File: src/rtl/ssfr_pkg.sv
// Shared constants and types for the sensor slave frame responder.
package ssfr_pkg;

  localparam int unsigned FrameBytes = 6;
  localparam int unsigned PosW       = $clog2(FrameBytes);

  localparam logic [7:0]  HdrByte      = 8'h3A;
  localparam logic [7:0]  EndByte      = 8'h0D;
  localparam logic [7:0]  FcnRead      = 8'h02;
  localparam logic [7:0]  SlaveIdReset = 8'h02;
  localparam logic [15:0] RegTemp      = 16'h0001;
  localparam logic [15:0] RegHumid     = 16'h0002;

  localparam logic [15:0] SilentValue = 16'd200;
  localparam logic [15:0] BadSumValue = 16'd100;

  // x / 10 == (x * 0xCCCD) >> 19 for every 16-bit x
  localparam logic [15:0] RecipTen = 16'hCCCD;
  localparam int unsigned DivShift = 19;

  typedef enum logic [1:0] {
    SelZero,
    SelTemp,
    SelHumid
  } reg_sel_e;

  typedef enum logic [2:0] {
    PosHdr,
    PosId,
    PosFcn,
    PosValHi,
    PosValLo,
    PosEnd
  } reply_pos_e;

  typedef struct packed {
    logic     start;
    reg_sel_e sel;
  } reply_req_t;

  typedef struct packed {
    logic       responded;
    logic [7:0] humid_high;
    logic [7:0] humid_low;
    logic [7:0] temp_high;
    logic [7:0] temp_low;
    logic [7:0] check_byte;
  } sensor_word_t;

endpackage

File: src/rtl/sensor_slave_frame_responder_unit.sv
// Top level of the sensor slave frame responder.
// Bus slave that assembles six-word request frames (header 0x3A, id, function, register high,
// register low, end 0x0D) and answers read requests (function 0x02) addressed to slave_id with
// a six-word reply: 0x3A, id, 0x02, value high, value low, 0x0D; m_axis_tlast marks the final
// word. Register 1 reads temperature, register 2 humidity, any other register reads zero. Words
// before a header are dropped; a frame with a wrong id, end word or function is dropped silently.
// Sensor words (tuser = 1) latch a reading: raw/10 for both values, 200/200 when the sensor did
// not respond, 100/100 on a checksum mismatch, 0/0 when the raw temperature sign bit is set.
// Rate: one input word per cycle while s_axis_tready is high. The reply serializer sends one
// word per m_axis_tready handshake; its first word is valid in the cycle after the
// closing request word is taken. While a reply is being sent, input stays open until the open
// frame is down to its closing word; from then on every input word, sensor words included,
// waits and is taken at the earliest in the cycle after the reply's final word is taken. The
// slave_id register is written through the cfg channel, which is always ready; write it only
// while the block is idle. No clearing pass after reset.
module sensor_slave_frame_responder_unit (
  input  logic        clk_i,
  input  logic        rst_ni,
  // configuration: slave_id
  input  logic        cfg_valid_i,
  output logic        cfg_ready_o,
  input  logic [7:0]  cfg_data_i,
  // input words
  input  logic        s_axis_tvalid,
  output logic        s_axis_tready,
  // [7:0] rx_byte, [8] sensor_responded, [16:9] humid_high, [24:17] humid_low,
  // [32:25] temp_high, [40:33] temp_low, [48:41] check_byte, [55:49] zero
  input  logic [55:0] s_axis_tdata,
  input  logic        s_axis_tuser,   // op: 0 bus word, 1 sensor reading
  // reply words
  output logic        m_axis_tvalid,
  input  logic        m_axis_tready,
  output logic [7:0]  m_axis_tdata,   // [7:0] tx_byte
  output logic        m_axis_tlast    // last_byte
);
  import ssfr_pkg::*;

  logic         [7:0] slave_id_q;
  logic               accept;
  logic               byte_we, sensor_we;
  logic               frame_last, busy;
  logic        [15:0] temp, humid;
  reply_req_t         req;
  sensor_word_t       sensor_word;

  assign cfg_ready_o = 1'b1;

  always_ff @(posedge clk_i or negedge rst_ni) begin
    if (!rst_ni) begin
      slave_id_q <= SlaveIdReset;
    end else if (cfg_valid_i) begin
      slave_id_q <= cfg_data_i;
    end
  end

  // only a frame-closing word can start a reply, so while busy hold off all input at the closing word
  assign s_axis_tready = !busy || !frame_last;
  assign accept        = s_axis_tvalid && s_axis_tready;
  assign byte_we       = accept && !s_axis_tuser;
  assign sensor_we     = accept && s_axis_tuser;

  assign sensor_word.responded  = s_axis_tdata[8];
  assign sensor_word.humid_high = s_axis_tdata[16:9];
  assign sensor_word.humid_low  = s_axis_tdata[24:17];
  assign sensor_word.temp_high  = s_axis_tdata[32:25];
  assign sensor_word.temp_low   = s_axis_tdata[40:33];
  assign sensor_word.check_byte = s_axis_tdata[48:41];

  ssfr_sensor_decode u_sensor (
    .clk_i   (clk_i),
    .rst_ni  (rst_ni),
    .we_i    (sensor_we),
    .word_i  (sensor_word),
    .temp_o  (temp),
    .humid_o (humid)
  );

  ssfr_frame_rx u_frame (
    .clk_i        (clk_i),
    .rst_ni       (rst_ni),
    .byte_we_i    (byte_we),
    .rx_byte_i    (s_axis_tdata[7:0]),
    .slave_id_i   (slave_id_q),
    .req_o        (req),
    .frame_last_o (frame_last)
  );

  ssfr_reply_tx u_reply (
    .clk_i         (clk_i),
    .rst_ni        (rst_ni),
    .req_i         (req),
    .temp_i        (temp),
    .humid_i       (humid),
    .slave_id_i    (slave_id_q),
    .m_axis_tvalid (m_axis_tvalid),
    .m_axis_tready (m_axis_tready),
    .m_axis_tdata  (m_axis_tdata),
    .m_axis_tlast  (m_axis_tlast),
    .busy_o        (busy)
  );

endmodule

File: src/rtl/ssfr_sensor_decode.sv
// Sensor reading checker and scaler: latches temperature and humidity.
module ssfr_sensor_decode (
  input  logic                 clk_i,
  input  logic                 rst_ni,
  input  logic                 we_i,
  input  ssfr_pkg::sensor_word_t word_i,
  output logic [15:0]          temp_o,
  output logic [15:0]          humid_o
);
  import ssfr_pkg::*;

  logic [15:0] temp_q, temp_d;
  logic [15:0] humid_q, humid_d;
  logic [15:0] raw_t, raw_h;
  logic [7:0]  sum;
  logic [31:0] t_prod, h_prod, t_shr, h_shr;

  assign raw_t = {word_i.temp_high, word_i.temp_low};
  assign raw_h = {word_i.humid_high, word_i.humid_low};
  assign sum   = word_i.humid_high + word_i.humid_low + word_i.temp_high + word_i.temp_low;

  assign t_prod = 32'(raw_t) * 32'(RecipTen);
  assign h_prod = 32'(raw_h) * 32'(RecipTen);
  assign t_shr  = t_prod >> DivShift;
  assign h_shr  = h_prod >> DivShift;

  always_comb begin
    temp_d  = temp_q;
    humid_d = humid_q;
    if (we_i) begin
      if (!word_i.responded) begin
        temp_d  = SilentValue;
        humid_d = SilentValue;
      end else if (sum != word_i.check_byte) begin
        temp_d  = BadSumValue;
        humid_d = BadSumValue;
      end else if (raw_t[15]) begin
        temp_d  = '0;
        humid_d = '0;
      end else begin
        temp_d  = t_shr[15:0];
        humid_d = h_shr[15:0];
      end
    end
  end

  always_ff @(posedge clk_i or negedge rst_ni) begin
    if (!rst_ni) begin
      temp_q  <= '0;
      humid_q <= '0;
    end else begin
      temp_q  <= temp_d;
      humid_q <= humid_d;
    end
  end

  assign temp_o  = temp_q;
  assign humid_o = humid_q;

endmodule

File: src/rtl/ssfr_frame_rx.sv
// Request frame assembler and checker.
module ssfr_frame_rx (
  input  logic                 clk_i,
  input  logic                 rst_ni,
  input  logic                 byte_we_i,
  input  logic [7:0]           rx_byte_i,
  input  logic [7:0]           slave_id_i,
  output ssfr_pkg::reply_req_t req_o,
  output logic                 frame_last_o
);
  import ssfr_pkg::*;

  logic            open_q, open_d;
  logic [PosW-1:0] pos_q, pos_d;
  // last frame byte is checked on the fly and never stored
  logic [7:0]      req_q [FrameBytes-1];
  logic            is_last, take, done, match;
  logic [15:0]     reg_addr;

  assign is_last = (pos_q == PosW'(FrameBytes - 1));
  assign take    = byte_we_i && (open_q || (rx_byte_i == HdrByte));
  assign done    = take && open_q && is_last;

  always_comb begin
    open_d = open_q;
    pos_d  = pos_q;
    if (take) begin
      if (done) begin
        open_d = 1'b0;
        pos_d  = '0;
      end else begin
        open_d = 1'b1;
        pos_d  = pos_q + 1'b1;
      end
    end
  end

  always_ff @(posedge clk_i or negedge rst_ni) begin
    if (!rst_ni) begin
      open_q <= 1'b0;
      pos_q  <= '0;
    end else begin
      open_q <= open_d;
      pos_q  <= pos_d;
    end
  end

  always_ff @(posedge clk_i) begin
    if (take && !is_last) begin
      req_q[pos_q] <= rx_byte_i;
    end
  end

  assign match    = (req_q[1] == slave_id_i) && (rx_byte_i == EndByte) && (req_q[2] == FcnRead);
  assign reg_addr = {req_q[3], req_q[4]};

  always_comb begin
    req_o.start = done && match;
    if (reg_addr == RegTemp) begin
      req_o.sel = SelTemp;
    end else if (reg_addr == RegHumid) begin
      req_o.sel = SelHumid;
    end else begin
      req_o.sel = SelZero;
    end
  end

  assign frame_last_o = open_q && is_last;

  a_closed_at_zero: assert property (@(posedge clk_i) disable iff (!rst_ni)
    !open_q |-> (pos_q == '0))
    else $error("frame position not zero while no frame is open");

  a_pos_in_range: assert property (@(posedge clk_i) disable iff (!rst_ni)
    pos_q <= PosW'(FrameBytes - 1))
    else $error("frame position out of range");

endmodule

File: src/rtl/ssfr_reply_tx.sv
// Reply frame serializer: one reply word per handshake.
module ssfr_reply_tx (
  input  logic                 clk_i,
  input  logic                 rst_ni,
  input  ssfr_pkg::reply_req_t req_i,
  input  logic [15:0]          temp_i,
  input  logic [15:0]          humid_i,
  input  logic [7:0]           slave_id_i,
  output logic                 m_axis_tvalid,
  input  logic                 m_axis_tready,
  output logic [7:0]           m_axis_tdata,  // [7:0] tx_byte
  output logic                 m_axis_tlast,  // last_byte
  output logic                 busy_o
);
  import ssfr_pkg::*;

  logic        busy_q, busy_d;
  reply_pos_e  pos_q, pos_d;
  logic [15:0] val_q, val_d;
  logic        fire;

  assign fire = busy_q && m_axis_tready;

  always_comb begin
    busy_d = busy_q;
    pos_d  = pos_q;
    val_d  = val_q;
    if (req_i.start) begin
      busy_d = 1'b1;
      pos_d  = PosHdr;
      case (req_i.sel)
        SelTemp:  val_d = temp_i;
        SelHumid: val_d = humid_i;
        default:  val_d = '0;
      endcase
    end else if (fire) begin
      if (pos_q == PosEnd) begin
        busy_d = 1'b0;
        pos_d  = PosHdr;
      end else begin
        pos_d = reply_pos_e'(pos_q + 3'd1);
      end
    end
  end

  always_ff @(posedge clk_i or negedge rst_ni) begin
    if (!rst_ni) begin
      busy_q <= 1'b0;
      pos_q  <= PosHdr;
    end else begin
      busy_q <= busy_d;
      pos_q  <= pos_d;
    end
  end

  always_ff @(posedge clk_i) begin
    val_q <= val_d;
  end

  always_comb begin
    case (pos_q)
      PosHdr:   m_axis_tdata = HdrByte;
      PosId:    m_axis_tdata = slave_id_i;
      PosFcn:   m_axis_tdata = FcnRead;
      PosValHi: m_axis_tdata = val_q[15:8];
      PosValLo: m_axis_tdata = val_q[7:0];
      default:  m_axis_tdata = EndByte;
    endcase
  end

  assign m_axis_tvalid = busy_q;
  assign m_axis_tlast  = (pos_q == PosEnd);
  assign busy_o        = busy_q;

  a_no_start_busy: assert property (@(posedge clk_i) disable iff (!rst_ni)
    req_i.start |-> !busy_q)
    else $error("reply requested while a reply is still being sent");

  a_end_frees: assert property (@(posedge clk_i) disable iff (!rst_ni)
    (fire && (pos_q == PosEnd)) |=> !busy_q)
    else $error("serializer still busy after final reply word");

endmodule
File: config.mk
export PLATFORM = sky130hd
export DESIGN_NAME = sensor_slave_frame_responder_unit
export DESIGN_NICKNAME = d
export VERILOG_FILES = /design/src/rtl/ssfr_pkg.sv /design/src/rtl/sensor_slave_frame_responder_unit.sv /design/src/rtl/ssfr_sensor_decode.sv /design/src/rtl/ssfr_frame_rx.sv /design/src/rtl/ssfr_reply_tx.sv
export SDC_FILE = /design/constraint.sdc
export NUM_CORES = 1
export LEC_CHECK = 0
export BUFFER_PORTS_ARGS = -buffer_cell sky130_fd_sc_hd__buf_2
export CAP_MARGIN = 5
export CELL_PAD_IN_SITES_DETAIL_PLACEMENT = 1
export CELL_PAD_IN_SITES_GLOBAL_PLACEMENT = 1
export CORE_UTILIZATION = 40
export DETAILED_ROUTE_END_ITERATION = 7
export GPL_ROUTABILITY_DRIVEN = 0
export PLACE_DENSITY_LB_ADDON = 0.1
export SETUP_SLACK_MARGIN = 0.2
export SYNTH_ARGS = -nofsm -noshare
export SYNTH_HDL_FRONTEND = slang
export SYNTH_SLANG_ARGS = --single-unit
File: constraint.sdc
create_clock -name clk_i -period 3.4 [get_ports clk_i]
set_clock_uncertainty 0.15 [all_clocks]
set_input_delay 0.68 -clock clk_i [delete_from_list [all_inputs] [get_ports clk_i]]
set_output_delay 0.68 -clock clk_i [all_outputs]
set_load 0.005 [all_outputs]
After elaboration in Yosys (flattened, before gate mapping)
Memory sizes are Yosys's and may differ from the RTL's.
Index checks and enable logic that the tools add are counted.
Widths: inputs -> output; s select.
Cells by class
  $add $sub $neg: 5
  multiply operators: 2
  equal/unequal tests: 15
  multiplexer cells: 20
  reductions and logical operators: 22
Operator list (count)
  $mul 16x16->32 const B: 2
  $mux 16: 4
  $pmux 8 s5: 1
  $pmux 16 s2: 1
  $mux 13: 2
  $add 8x8->8: 3
  $eq 16x1->1 const B: 1
  $eq 16x2->1 const B: 1
  $logic_and 1x1->1: 12
  $mux 3: 4
  $eq 3x3->1 const B: 3
  $eq 8x2->1 const B: 1
  $eq 8x4->1 const B: 1
  $eq 8x6->1 const B: 1
  $eq 8x8->1: 1
  $ne 8x8->1: 1
  $add 3x1->3 const B: 2
  $eq 3x2->1 const B: 2
  $mux 1: 6
  $logic_not 1->1: 4
  $mux 2: 2
  $reduce_bool 2->1: 2
  $eq 3x1->1 const B: 1
  $logic_not 3->1: 1
  4 further kinds: 5
Word-level totals
  flip-flop bits (word level): 64
  bits in writable memories: 40
  bits of input ports: 70
  output and inout bits: 12
  logic and storage cells: 73
  memories: 1
Memory list
  u_frame.req_q: words 5, bits a word 8, read ports 4, clocked after memory_dff 0, wr ports 1, line ssfr_frame_rx.sv:16  | logic [7:0] req_q [FrameBytes-1];

Depth between registers and ports, before layout
Gate-level depths: netlist of run 1.
  depth in word-level cells: 12
  gate-level depth with buffers: 21
  gate-level depth less buffers: 21

Modules after synthesis
From an unflattened synthesis of run 1, not the netlist that was laid out.
Unflattened totals
  cells, all modules: 1322
  area total of the unflattened synthesis: 13679.4 µm²
By module, submodules not included
  ssfr_sensor_decode: instances 1, cells an instance 1084, area each 10616.4 µm², sequential area each 650.6 µm²
  ssfr_frame_rx: instances 1, cells an instance 100, area each 1546.5 µm², sequential area each 1061.0 µm²
  ssfr_reply_tx: instances 1, cells an instance 116, area each 1153.6 µm², sequential area each 580.6 µm²
  sensor_slave_frame_responder_unit: instances 1, cells an instance 22, area each 362.8 µm², sequential area each 201.4 µm²

Worst setup path before layout of run 1
Ideal clock, no wire load.
  kind: input-to-reg
  start: in s_axis_tdata[35]
  end: reg u_sensor.temp_q[10], in the netlist u_sensor.temp_o[10]
  library setup time: 0.122 ns
  data arrival time: 5.396 ns
  data required time: 3.128 ns
  setup slack: -2.267 ns
  stages on the path: 19
  path buffers: 0
  path through: ha_1 > inv_1 > fa_1 > inv_1 > fa_1 > fa_1 > fa_1 > inv_1 > fa_1 > inv_1 > ha_1 > nand4_1 > nor3_1 > a2111oi_2 > a21oi_1 > o211ai_1 > a2111oi_0 > o21ai_0 > a32o_1
On the way
  word-level cells in the longest chain between the ends: 4
  elaborated cells on any way between the ends: 6
  classes of those cells: add/sub: 1; mul: 1; eq/ne: 1; mux: 3
Ends and longest elaborated chain
  from (decl): line sensor_slave_frame_responder_unit.sv:28  | input logic [55:0] s_axis_tdata,
  $mul 16x16->32 / $add 8x8->8 (equally long branches): line ssfr_sensor_decode.sv:22, ssfr_sensor_decode.sv:20
  $mux 13 / $ne 8x8->1 (equally long branches): line ssfr_sensor_decode.sv:37, ssfr_sensor_decode.sv:34
  $mux 16 (*): line ssfr_sensor_decode.sv:34  | end else if (sum != word_i.check_byte) begin
  $mux 16 (*): line ssfr_sensor_decode.sv:31  | if (!word_i.responded) begin
  to (signal assigned): line ssfr_sensor_decode.sv:52  | temp_q <= temp_d;
  to (decl): line ssfr_sensor_decode.sv:12  | logic [15:0] temp_q, temp_d;
Mark *: on every way between the ends. The rest lies on a longest branch, timed or not.
A chain may end at the register's enable or synchronous reset.

Worst setup path after layout of run 1
  start: in s_axis_tdata[40]
  end: reg u_sensor.temp_q[10], in the netlist u_sensor.temp_o[10]
Same word-level chain as after synthesis.

==> results.md, run 1 <==
- The delay of the slowest cell on the worst path is 0.54 ns.
- The type of the worst setup path is primary input to register.
- Before antenna repair, the detailed router went through 4 iterations.
- The total overflow reported by the global router is 0.
- The net count after synthesis is 1768.
- For this design the static power due to leakage is 8.601 nW.
- Using the TritonRoute via totals, the vias-per-cell ratio works out to 4.867.
- The per-cell routed wire length is 18.34 µm.
- After the last flow step, the layout net total stands at 2061.
- The class of the tightest hold or removal check is register to register.
- The library cell contributing the largest single delay on the critical path is sky130_fd_sc_hd__fa_1.
- The final reports fail on negative setup slack.
- Clock latency on the worst-skew pair, taken at its later pin, is 0.34 ns.
- The area of all placed cells without fillers is 16740 µm².
- In the global route stage, overall resource usage came out at 22.80%.
- The routed design could run at a clock period as short as 5.670 ns.
- The max-cap check violation count is 0.
- From left edge to right edge, the die measures 183.0 µm.
- Setup repair after global routing could not meet its margin everywhere.
- The share of post-route cells with drive strength above 1 is 27.07%.
- Once the floorplan was initialized, standard cells occupied 41.10% of the core.
- The worst voltage drop across the vdd grid is 0.0006577 V.
- The main flop type after synthesis is sky130_fd_sc_hd__edfxtp_1.
- The final number of hold-violating endpoints came to 0.
- The flop and latch count out of synthesis is 87.
- After clock tree synthesis, the clock-pin slew on the worst setup and hold paths is 0.06 ns.
- The antenna violation net count after detailed routing is 0.
- The first routing iteration left 258 violations.
- In this run, synthesis inferred 45 flip-flops with an integrated enable.
- Together, buffers and inverters on the worst path number 6.
- TritonCTS built the clock tree.
- The cell chosen for the clock root is sky130_fd_sc_hd__clkbuf_16.
- Headroom to the max-slew limit came out at 32.40%.
- The cell type contributing the most total cell area after synthesis is sky130_fd_sc_hd__fa_1.
- The worst hold slack is 0.3435 ns.
- The maximum level of the CTS H-tree is 3.
- The placed instances occupy a cell area of 15710 µm².
- Yosys instantiated no cell more often than sky130_fd_sc_hd__inv_1.
- The final cell utilization of the core is 52.52%.
- For the pin with the worst max-slew slack, the measured transition is 1.014 ns.
- Leaving out filler cells and counting taps, the final layout contains 1991.
- The worst setup path is captured at a register.
- The count of unresolved DRC violations after routing is 0.
- The arrival time reported for the critical path endpoint is 5.75 ns.
- Detailed placement ended at an HPWL of 32190 µm.
- Once placement completed, the tool counted placed cells totaling 1960.
- By count the netlist is led by 313 x sky130_fd_sc_hd__inv_1, 269 x sky130_fd_sc_hd__ha_1, 172 x sky130_fd_sc_hd__fa_1.
- The number of clock buffers inserted by TritonCTS is 9.
- In the synthesized netlist the async set-or-reset flop fraction comes to 48.28%.
- In this run the tool buffered the top-level ports with 73 buffer cells.
- The area share of the leading cell type in the synthesized netlist is 26.28%.
- The synthesis warning total is 0.
- Ranked by total cell area, the synthesized netlist is headed by sky130_fd_sc_hd__fa_1 26%, sky130_fd_sc_hd__ha_1 26%, sky130_fd_sc_hd__edfxtp_1 10%.
- Counting along the longest clock path gives a buffer depth of 2.
- The areal power density over the cells is 885.6 nW/µm².
- The floorplan step defined a die boundary enclosing 33480 µm².
- Entering global routing, the biggest net connects 43 pins.
- 82 I/O pins were placed.
- The placement row count is 65.
- The overall die height is 183.0 µm.
- Grouping stages by cell kind, the critical path spends the most delay in adder cells.
- Traced cell by cell, the critical path runs through buf_6 > ha_4 > inv_2 > fa_1 > inv_2 > fa_1 > fa_2 > fa_1 > inv_1 > fa_1 > inv_2 > ha_4 > nand4_1 > nor3_2 > o211ai_1 > a21oi_2 > o211ai_1 > buf_4 > a2111oi_4 > o21ai_1 > a32o_1.
- The total area inside the core boundary comes to 31880 µm².
- The run finished, with violations left.
- The cell seen most often among critical-path stages is sky130_fd_sc_hd__fa_1.
- The startpoint class of the critical path is a primary input.
- The critical path data required time is 3.48 ns.
- The post-route fraction of the period consumed by the critical path is 166.8%.
- Setup violations remaining at the end of the flow were counted as 26.
- After synthesis the cells add up to 13100 µm².
- In the post-route analysis, the smallest setup slack over all paths is -2.270 ns.
- The final count of pins violating max slew is 0.
- Along the worst path, the maximum fanout reaches 4.
- The number of antenna violations at the first check in global routing is 1.
- From synthesis to final layout, the design area changed by 27.78%.
- Each instance of the synthesized netlist takes up on average 10.42 µm².
- The filler cells instantiated in the layout total 3578.
- The first global-routing pass estimated 58920 µm of wire.
- Of the synthesized area, sequential elements account for 18.34%.
- The clock sink count is 87.
- In this run, post-CTS hold repair placed 0 buffers.
- The routed design has 36510 µm of wire.
- Summing over every cut layer, the via total after detailed routing is 9690.
- After synthesis, the netlist uses 64 different library cells.
- For this run, the top clock speed supported by timing is 0.1764 GHz.
- The number of cells produced by synthesis is 1257.
- The via count of the first global-routing pass is 11127.
[tightest hold or removal path, stage by stage, from the launching register on]
cell	delay, ns
sky130_fd_sc_hd__dfrtp_1	0.34
sky130_fd_sc_hd__nand2_1	0.06
sky130_fd_sc_hd__o31ai_2	0.05
[state kept, by name, indices dropped and copies added (netlist names)]
signal and count:
u_reply.busy_o 1, u_sensor.humid_o 13, u_frame.open_q 1, u_reply.val_q 13, slave_id_q 8, u_frame.pos_q 3
u_frame.req_q 32, u_reply.pos_q 3, u_sensor.temp_o 13
[per-layer routing]
metal	routed length [µm]	GRT usage, %	up-vias
met5	0	0	-
met4	733	5.500	0
met1	16720	30.18	4811
li1	-	-	4720
met2	18240	40.37	122
met3	816	1.787	37
[what timing repair did]
action | 4_1_cts | 5_1_grt
resized for setup | 76 | 50
endpoints found under the setup margin | 26 | 26
setup buffers | 5 | 9
pin swaps | 31 | 28
[where the power goes]
part / leakage (nW) / switching, mW / internal, mW
Sequential: 0.969 / 0.0439 / 1.15
Combinational: 7.49 / 6.28 / 6.37
Clock: 0.140 / 0.408 / 0.570
Total: 8.60 / 6.74 / 8.09
[kinds of logic after synthesis]
| logic type | after synthesis | synth area share, % |
|---|---|---|
| mux | 13 | 1.070 |
| xor+xnor | 55 | 3.734 |
| compound gates | 152 | 8.155 |
| flops | 87 | 18.34 |
| buf+inv | 328 | 9.607 |
| other cells | 1 | 0.02862 |
| fa+ha+maj | 441 | 51.97 |
| simple gates | 180 | 7.095 |
[stage by stage]
stage	worst slack, ns	TNS [ns]	power [mW]
after floorplan	-2.160	-48.08	7.613
after global placement	-2.635	-61.43	11.44
after detailed placement	-2.796	-63.76	11.73
after CTS	-2.228	-52.34	14.00
after global routing	-2.470	-57.85	16.31
final	-2.270	-53.13	14.83
[layout by cell type (no fill, tap or decap), types with 8 or more instances in the layout]
cell type	synthesis	layout
sky130_fd_sc_hd__inv_1	313	296
sky130_fd_sc_hd__ha_1	269	240
sky130_fd_sc_hd__buf_4	1	216
sky130_fd_sc_hd__fa_1	172	168
sky130_fd_sc_hd__buf_2	1	61
sky130_fd_sc_hd__edfxtp_1	45	45
sky130_fd_sc_hd__nand2_1	43	42
sky130_fd_sc_hd__dfrtp_1	41	41
sky130_fd_sc_hd__nor2_1	40	38
sky130_fd_sc_hd__ha_4	0	27
sky130_fd_sc_hd__a21oi_1	30	23
sky130_fd_sc_hd__xor2_1	25	23
sky130_fd_sc_hd__a21o_1	22	22
sky130_fd_sc_hd__xnor2_1	29	21
sky130_fd_sc_hd__nand3_1	19	18
sky130_fd_sc_hd__inv_2	0	17
sky130_fd_sc_hd__o21ai_1	1	15
sky130_fd_sc_hd__a22o_1	14	14
sky130_fd_sc_hd__buf_6	3	14
sky130_fd_sc_hd__o21ai_0	30	12
sky130_fd_sc_hd__nand4_1	12	12
sky130_fd_sc_hd__nor3_1	13	11
sky130_fd_sc_hd__clkbuf_16	0	9
sky130_fd_sc_hd__and3_1	8	8
sky130_fd_sc_hd__mux2_2	8	8
[layout make-up]
| class | count | area, µm² | share of cell area [%] |
|---|---|---|---|
| multi-input cells | 842 | 10130 | 60.51 |
| flip-flops and latches | 87 | 2404 | 14.36 |
| repair buffers | 297 | 2190 | 13.08 |
| inverters | 313 | 1175 | 7.017 |
| well taps | 435 | 544.3 | 3.251 |
| clock buffers | 9 | 225.2 | 1.345 |
| clock inverters | 7 | 71.32 | 0.4260 |
| diodes | 1 | 2.502 | 0.01495 |
[final timing paths]
check	startpoint	to	slack [ns]	cells past startpoint
setup / recovery	s_axis_tdata[40]	u_sensor.temp_o[10]	-2.27	21
setup reg to reg	u_frame.pos_q[1]	u_frame.req_q[1][3]	0.54	8
hold / removal	u_sensor.humid_o[8]	u_sensor.humid_o[8]	0.34	2
max in group asynchronous	rst_ni	u_reply.pos_q[0]	2.11	1
hold reg to reg	u_sensor.humid_o[8]	u_sensor.humid_o[8]	0.34	2
min in group asynchronous	rst_ni	slave_id_q[2]	0.36	1
(Power assumes the default switching activity.)
==> run 2: changes to the inputs <==
--- a/config.mk
+++ b/config.mk
@@ -13,6 +13,7 @@
 export DETAILED_ROUTE_END_ITERATION = 7
 export GPL_ROUTABILITY_DRIVEN = 0
 export PLACE_DENSITY_LB_ADDON = 0.1
+export REMOVE_ABC_BUFFERS = 1
 export SETUP_SLACK_MARGIN = 0.2
 export SYNTH_ARGS = -nofsm -noshare
 export SYNTH_HDL_FRONTEND = slang
==> results.md, run 2 (same netlist as run 1, synthesis figures left out) <==
- The placement row count is 65.
- u_frame.req_q holds more flip-flops than any other register.
- The library cells used most frequently in the layout, excluding fill and tap cells, are 292 x sky130_fd_sc_hd__inv_1, 237 x sky130_fd_sc_hd__ha_1, 219 x sky130_fd_sc_hd__buf_4, 170 x sky130_fd_sc_hd__fa_1, 59 x sky130_fd_sc_hd__buf_2.
- The number of hold buffers added after cts is 0.
- The class of the tightest hold or removal check is register to register.
- Summed over all layers, the global routing overflow is 0.
- The share of post-route cells with drive strength above 1 is 27.80%.
- The final count of pins violating max slew is 0.
- The flip-flop count of the largest register, all copies and words added is 32.
- In this run the number of H-tree levels came out at 3.
- The worst path uses 169.5% of the clock period.
- The count of unresolved DRC violations after routing is 0.
- In the final timing run, aggregate negative setup slack is -55.52 ns.
- The later pin in the worst-skew pair is clocked with a latency of 0.34 ns.
- No sink is reached through more buffers than the 2 on the longest clock path.
- The first-iteration detailed-routing DRC count is 354.
- The internal portion of the total power is 8.199 mW.
- The per-cell routed wire length is 18.94 µm.
- The full die area is 33480 µm².
- The most common cell after layout, fill and taps aside is sky130_fd_sc_hd__inv_1.
- In the routed layout, each cell is associated on average with a via count of 4.977.
- The core region is 31880 µm².
- TritonCTS built the clock tree.
- Across the VDD grid, the largest voltage drop is 0.0007507 V.
- Max-cap violations in this run came to 0.
- Global routing used 23.31% of the available tracks across all layers.
- The total of buffers placed on input and output ports is 73.
- The via count of the first global-routing pass was 11123.
- The layout overhead on the synthesized area is 28.87%.
- The fraction of power spent switching nets is 45.74%.
- Setup violations remaining at the end of the flow were counted as 26.
- The total inserted antenna cells is 0.
- The arrival time reported for the critical path endpoint is 5.83 ns.
- The proportion of power drawn by flip-flops and latches is 7.9%.
- Clock-pin slew was measured on the worst setup and hold paths at 0.06 ns.
- Measured along the x axis, the die boundary spans 183.0 µm.
- The relative max-transition margin is 32.71%.
- The sum of net half-perimeters after detailed placement is 32750 µm.
- Buffers inserted during clock tree synthesis total 9.
- The overall die height is 183.0 µm.
- The clock sink count is 87.
- Along the worst path, the maximum fanout reaches 4.
- In this run the count of I/O pins placed on the die edge is 82.
- The part of the total power dissipated in combinational logic is 85.6%.
- The final worst-path setup slack is -2.362 ns.
- Detailed routing inserted a total of 9954 vias.
- The analysis attributes to net switching a power of 6.912 mW.
- The final layout contains routed wiring with a total length of 37880 µm.
- The final cell utilization of the core is 52.96%.
- Timing would allow up to 0.1736 GHz.
- The time the final worst path needs with I/O delays and setup is 5.762 ns.
- For the pin with the worst max-slew slack, the measured transition is 1.009 ns.
- Entering global routing, the biggest net connects 43 pins.
- The number of antenna violations at the first check in global routing is 0.
- The checks that failed: negative setup slack.
- Setup repair after global routing could not meet its margin everywhere.
- The worst setup path is captured at a register.
- Once placement completed, the tool counted placed cells totaling 1961.
- Before antenna repair, the detailed router went through 4 iterations.
- The critical path is of the primary input to register type.
- The leakage power is 8.665 nW.
- The worst setup path is launched from a primary input.
- The run finished, with violations left.
- The tree is rooted in a sky130_fd_sc_hd__clkbuf_16.
- In this run the power density over the cells is 894.9 nW/µm².
- For the worst setup path, the data required time is 3.47 ns.
- The final number of hold-violating endpoints is 0.
- The wire length of the first global-routing pass is 59740 µm.
- The final-stage net count is 2071.
- The clock network burns 6.5% of the power.
- The initial core utilization is 41.10%.
- The count of nets left with antenna violations once routing finished came out at 0.
- At the placement stage, the worst setup path has a slack of -3.054 ns.
- The count of placed standard cells in the final layout, fillers left out is 2000.
## run 2: layer usage
layer	vias up	track usage, %	wire [µm]
li1	4745	-	-
met3	46	1.906	985
met1	5013	30.47	17210
met5	-	0	0
met2	150	41.70	18870
met4	0	5.467	812
## run 2: critical path: stages
cell and delay (ns):
sky130_fd_sc_hd__buf_12 0.11, sky130_fd_sc_hd__ha_4 0.27, sky130_fd_sc_hd__inv_4 0.04, sky130_fd_sc_hd__fa_1 0.51, sky130_fd_sc_hd__inv_2 0.04, sky130_fd_sc_hd__fa_1 0.51, sky130_fd_sc_hd__fa_1 0.45, sky130_fd_sc_hd__fa_1 0.51
sky130_fd_sc_hd__inv_2 0.04, sky130_fd_sc_hd__fa_1 0.52, sky130_fd_sc_hd__inv_2 0.06, sky130_fd_sc_hd__ha_4 0.26, sky130_fd_sc_hd__nand4_1 0.17, sky130_fd_sc_hd__buf_4 0.21, sky130_fd_sc_hd__nor3_4 0.15, sky130_fd_sc_hd__a2111oi_4 0.07
sky130_fd_sc_hd__a21oi_2 0.18, sky130_fd_sc_hd__o211ai_1 0.12, sky130_fd_sc_hd__buf_4 0.16, sky130_fd_sc_hd__a2111oi_4 0.35, sky130_fd_sc_hd__o21ai_1 0.14, sky130_fd_sc_hd__a32o_1 0.27
## run 2: timing repair
action,in CTS,in global routing
setup endpoints to repair,26,26
gates resized for setup,137,40
buffers inserted,13,10
pin swaps,65,44
## run 2: path summary, 6_finish.rpt
check | from | to | slack (ns) | depth (start not counted)
worst max register to register | u_frame.pos_q[0] | u_frame.req_q[1][0] | 0.57 | 7
max in group asynchronous | rst_ni | u_reply.busy_o | 2.11 | 1
min in group asynchronous | rst_ni | u_frame.pos_q[2] | 0.36 | 1
worst min register to register | u_sensor.humid_o[8] | u_sensor.humid_o[8] | 0.33 | 2
worst max-delay path | s_axis_tdata[40] | u_sensor.temp_o[10] | -2.36 | 22
worst min-delay path | u_sensor.humid_o[8] | u_sensor.humid_o[8] | 0.33 | 2
## run 2: layout make-up
type / count / area, µm²
Clock inverter: 6 / 68.82
Multi-Input combinational cell: 842 / 10170
Clock buffer: 10 / 229.0
Timing Repair Buffer: 307 / 2287
Sequential cell: 87 / 2404
Tap cell: 435 / 544.3
Fill cell: 3576 / 15000
Inverter: 313 / 1177
## run 2: power by group through the flow
stage	sequential [mW]	clock, mW	combinational [mW]
global placement	1.21	0	9.91
CTS	1.20	1.00	12.1
global route	1.20	1.03	14.3
detailed placement	1.22	0	10.2
finish	1.20	0.976	12.9
floorplan	1.20	0	6.04
## run 2: stage by stage
stage / cell area (µm²) / hold WS [ns] / total power, mW
detailed placement: 15520 / 0.3210 / 11.43
global placement: 15520 / 0.3144 / 11.12
CTS: 16590 / 0.3347 / 14.29
global route: 16880 / 0.3586 / 16.51
floorplan: 13020 / 0.2344 / 7.233
finish: 16880 / 0.3341 / 15.11
==> run 3: changes to the inputs <==
--- a/config.mk
+++ b/config.mk
@@ -12,6 +12,7 @@
 export CORE_UTILIZATION = 40
 export DETAILED_ROUTE_END_ITERATION = 7
 export GPL_ROUTABILITY_DRIVEN = 0
+export MAX_ROUTING_LAYER = met4
 export PLACE_DENSITY_LB_ADDON = 0.1
 export REMOVE_ABC_BUFFERS = 1
 export SETUP_SLACK_MARGIN = 0.2
==> results.md, run 3 (same netlist as run 1, synthesis figures left out) <==
- The flow ran to the end, but the final reports show violations.
- The checks that failed: negative setup slack.
- The most common cell after layout, fill and taps aside is sky130_fd_sc_hd__inv_1.
- For this run, design rule violations remaining after detail routing come to 0.
- The total overflow reported by the global router is 0.
- Net switching is 45.74% of the power.
- After routing the design area is 16880 µm².
- The fraction of power consumed by the clock network is 6.5%.
- Data arrives at the worst endpoint at 5.82 ns.
- The final-stage net count is 2071.
- The average vias per placed instance is 4.976.
- The maximum level of the CTS H-tree is 3.
- In the detailed route, the total length drawn on met3 is 835 µm.
- The floorplan step defined a die boundary enclosing 33480 µm².
- The register ranked first by flip-flop count is u_frame.req_q.
- Combinational cells account for 85.6% of the total power.
- Traced cell by cell, the critical path runs through buf_12 > ha_4 > inv_4 > fa_1 > inv_2 > fa_1 > fa_1 > fa_1 > inv_2 > fa_1 > inv_2 > ha_4 > nand4_1 > buf_4 > inv_2 > a2111oi_4 > a21oi_2 > o211ai_1 > buf_4 > a2111oi_4 > or3_1 > a32o_1.
- The TritonCTS clock tree is yes.
- The achievable frequency is 0.1738 GHz.
- Across the run, the number of max-cap violations was 0.
- For this configuration, the core starts out at a cell density of 41.10%.
- The delay of the slowest cell on the worst path is 0.52 ns.
- The endpoint type of the worst setup path is a register.
- After clock tree synthesis, the clock-pin slew on the worst setup and hold paths is 0.06 ns.
- In this run the power spent charging and discharging nets is 6.915 mW.
- The detailed router put a total of 17400 µm of wire on met1.
- The wire length after detailed routing is 37920 µm.
- Counting stages on the worst path, the most repeated cell is sky130_fd_sc_hd__fa_1.
- Setup slack on the critical path of the routed design comes to -2.353 ns.
- The first routing iteration left 382 violations.
- The cell class contributing the biggest share of worst-path delay is adder cells.
- Once placement finished, the instance area stood at 15520 µm².
- The class of the tightest hold or removal check is register to register.
- STA classifies the critical path startpoint as a primary input.
- Summing all multi-input logic gate instances after layout gives 10170 µm².
- Routed signal wires occupy layers up through met4.
- Leaving out fill and tap cells, the most frequent cells in the layout are 292 x sky130_fd_sc_hd__inv_1, 237 x sky130_fd_sc_hd__ha_1, 219 x sky130_fd_sc_hd__buf_4, 170 x sky130_fd_sc_hd__fa_1, 59 x sky130_fd_sc_hd__buf_2.
- The overall track demand over capacity in global routing is 24.01%.
- Wire segments on met2 add up to 18970 µm in the final route.
- The number of cells on the worst hold path is 2.
- The critical path data required time is 3.47 ns.
- The via count of the first global-routing pass is 11095.
- For this design the top-level I/O count stands at 82.
- In this run, placement finished with an instance count of 1961.
- The insertion delay of the later-clocked pin in the worst-skew pair is 0.34 ns.
- At the pin with the least slew margin, the transition time is 1.011 ns.
- The antenna violation net count after detailed routing is 0.
- Summed over all cells, the static leakage comes to 8.665 nW.
- Among all stages on the critical path, the largest delay is contributed by sky130_fd_sc_hd__fa_1.
- Power comes to 15.12 mW.
- The first global-routing pass estimated 59730 µm of wire.
- The share of post-route cells with drive strength above 1 is 27.80%.
- The total inserted antenna cells is 0.
- The internal cell power is 8.203 mW.
- Setup violations remaining at the end of the flow were counted as 26.
- TritonCTS created 9 clock buffers.
- The largest net degree at the start of global routing is 43.
- The final count of pins violating max slew is 0.
- The first-pass iteration count of the detailed router is 4.
- The total negative slack is -55.31 ns.
- The core footprint is 31880 µm².
- In this run the number of cells on the critical path is 22.
- The register cell area after layout is 2404 µm².
- The number of antenna violations at the first check in global routing was 0.
- Setup repair after global routing could not meet its margin everywhere.
- The floorplan has 65 rows.
- The layout overhead on the synthesized area is 28.87%.
- The clock net in this run drives a total of 87 sinks.
- Across all layers, the routed design uses 9952 vias.
- The type of the worst setup path is primary input to register.
- In this run the power density over the cells is 895.4 nW/µm².
- The worst voltage drop across the vdd grid is 0.0007521 V.
- Measured against its own limit, the worst slew margin works out to 32.59%.
- The number of cells on the worst reg-to-reg path is 7.
- The per-cell routed wire length is 18.96 µm.
- The critical path contains buffers and inverters numbering 8 combined.
- The register with the most flip-flops in the layout has 32 of them.
- The cell chosen for the clock root is sky130_fd_sc_hd__clkbuf_16.
- After legalization and detailed placement, the total HPWL measured 32750 µm.
- The smallest clock period supported by the final layout is computed as 5.753 ns.
- The die boundary width is 183.0 µm.
- The post-route fraction of the period consumed by the critical path is 169.2%.
- Of the total power, registers draw 7.9%.
- The clock passes through at most 2 buffers.
- Along the worst path, the maximum fanout reaches 4.
- The number of fill cells is 3576.
- For this run, the number of standard cells in the final layout without fillers is 2000.
- After clock tree synthesis, the flow added hold-fix buffers numbering 0.
- The die is 183.0 µm tall.
- The final number of hold-violating endpoints is 0.
- Port buffering added 73 buffers.
## run 3: cell counts in the layout (fill, tap and decap cells not counted)
Identical to the previous run, type by type.
## run 3: area by class of cell
type,count,area share [%]
flip-flops and latches,87,14.23
multi-input cells,842,60.26
repair buffers,307,13.55
well taps,435,3.223
clock inverters,6,0.4076
inverters,313,6.973
clock buffers,10,1.356
## run 3: through the flow
step / hold slack, ns / setup slack [ns] / utilization [%]
floorplan: 0.2344 / -2.269 / -
global placement: 0.3144 / -2.821 / 48.68
detailed placement: 0.3210 / -3.054 / 48.68
CTS: 0.3347 / -2.303 / 52.03
global route: 0.3586 / -2.569 / 52.96
finish: 0.3347 / -2.353 / 52.96
## run 3: final timing paths
kind                                     start                    to  slack [ns]
max in group asynchronous               rst_ni  u_sensor.humid_o[12]        2.11
min reg2reg                u_sensor.humid_o[8]   u_sensor.humid_o[8]        0.33
max reg2reg                   u_frame.pos_q[0]   u_frame.req_q[1][0]        0.57
min in group asynchronous               rst_ni      u_frame.pos_q[2]        0.36
min                        u_sensor.humid_o[8]   u_sensor.humid_o[8]        0.33
max                           s_axis_tdata[40]   u_sensor.temp_o[10]       -2.35
## run 3: layer usage
| layer | vias to the layer above | GRT usage [%] |
|---|---|---|
| li1 | 4746 | - |
| met1 | 5027 | 30.51 |
| met2 | 137 | 41.75 |
| met3 | 42 | 1.807 |
| met4 | 0 | 5.467 |
| met5 | - | - |
## run 3: worst min-delay path, cell delays in order, from the launching register on
cell and delay, ns:
sky130_fd_sc_hd__dfrtp_1 0.35, sky130_fd_sc_hd__nand2_1 0.05, sky130_fd_sc_hd__o31ai_1 0.05
## run 3: power groups by stage
stage          clock, mW  sequential [mW]  combinational (mW)
2_1_floorplan          0             1.20                6.04
5_1_grt             1.03             1.20                14.3
3_5_place_dp           0             1.22                10.2
6_report           0.975             1.20                12.9
3_3_place_gp           0             1.21                9.91
4_1_cts             1.00             1.20                12.1
## run 3: timing repair
| action | in CTS | in global routing |
|---|---|---|
| setup buffers | 13 | 10 |
| pin swaps | 65 | 44 |
| resized for setup | 137 | 40 |
| setup endpoints to repair | 26 | 26 |
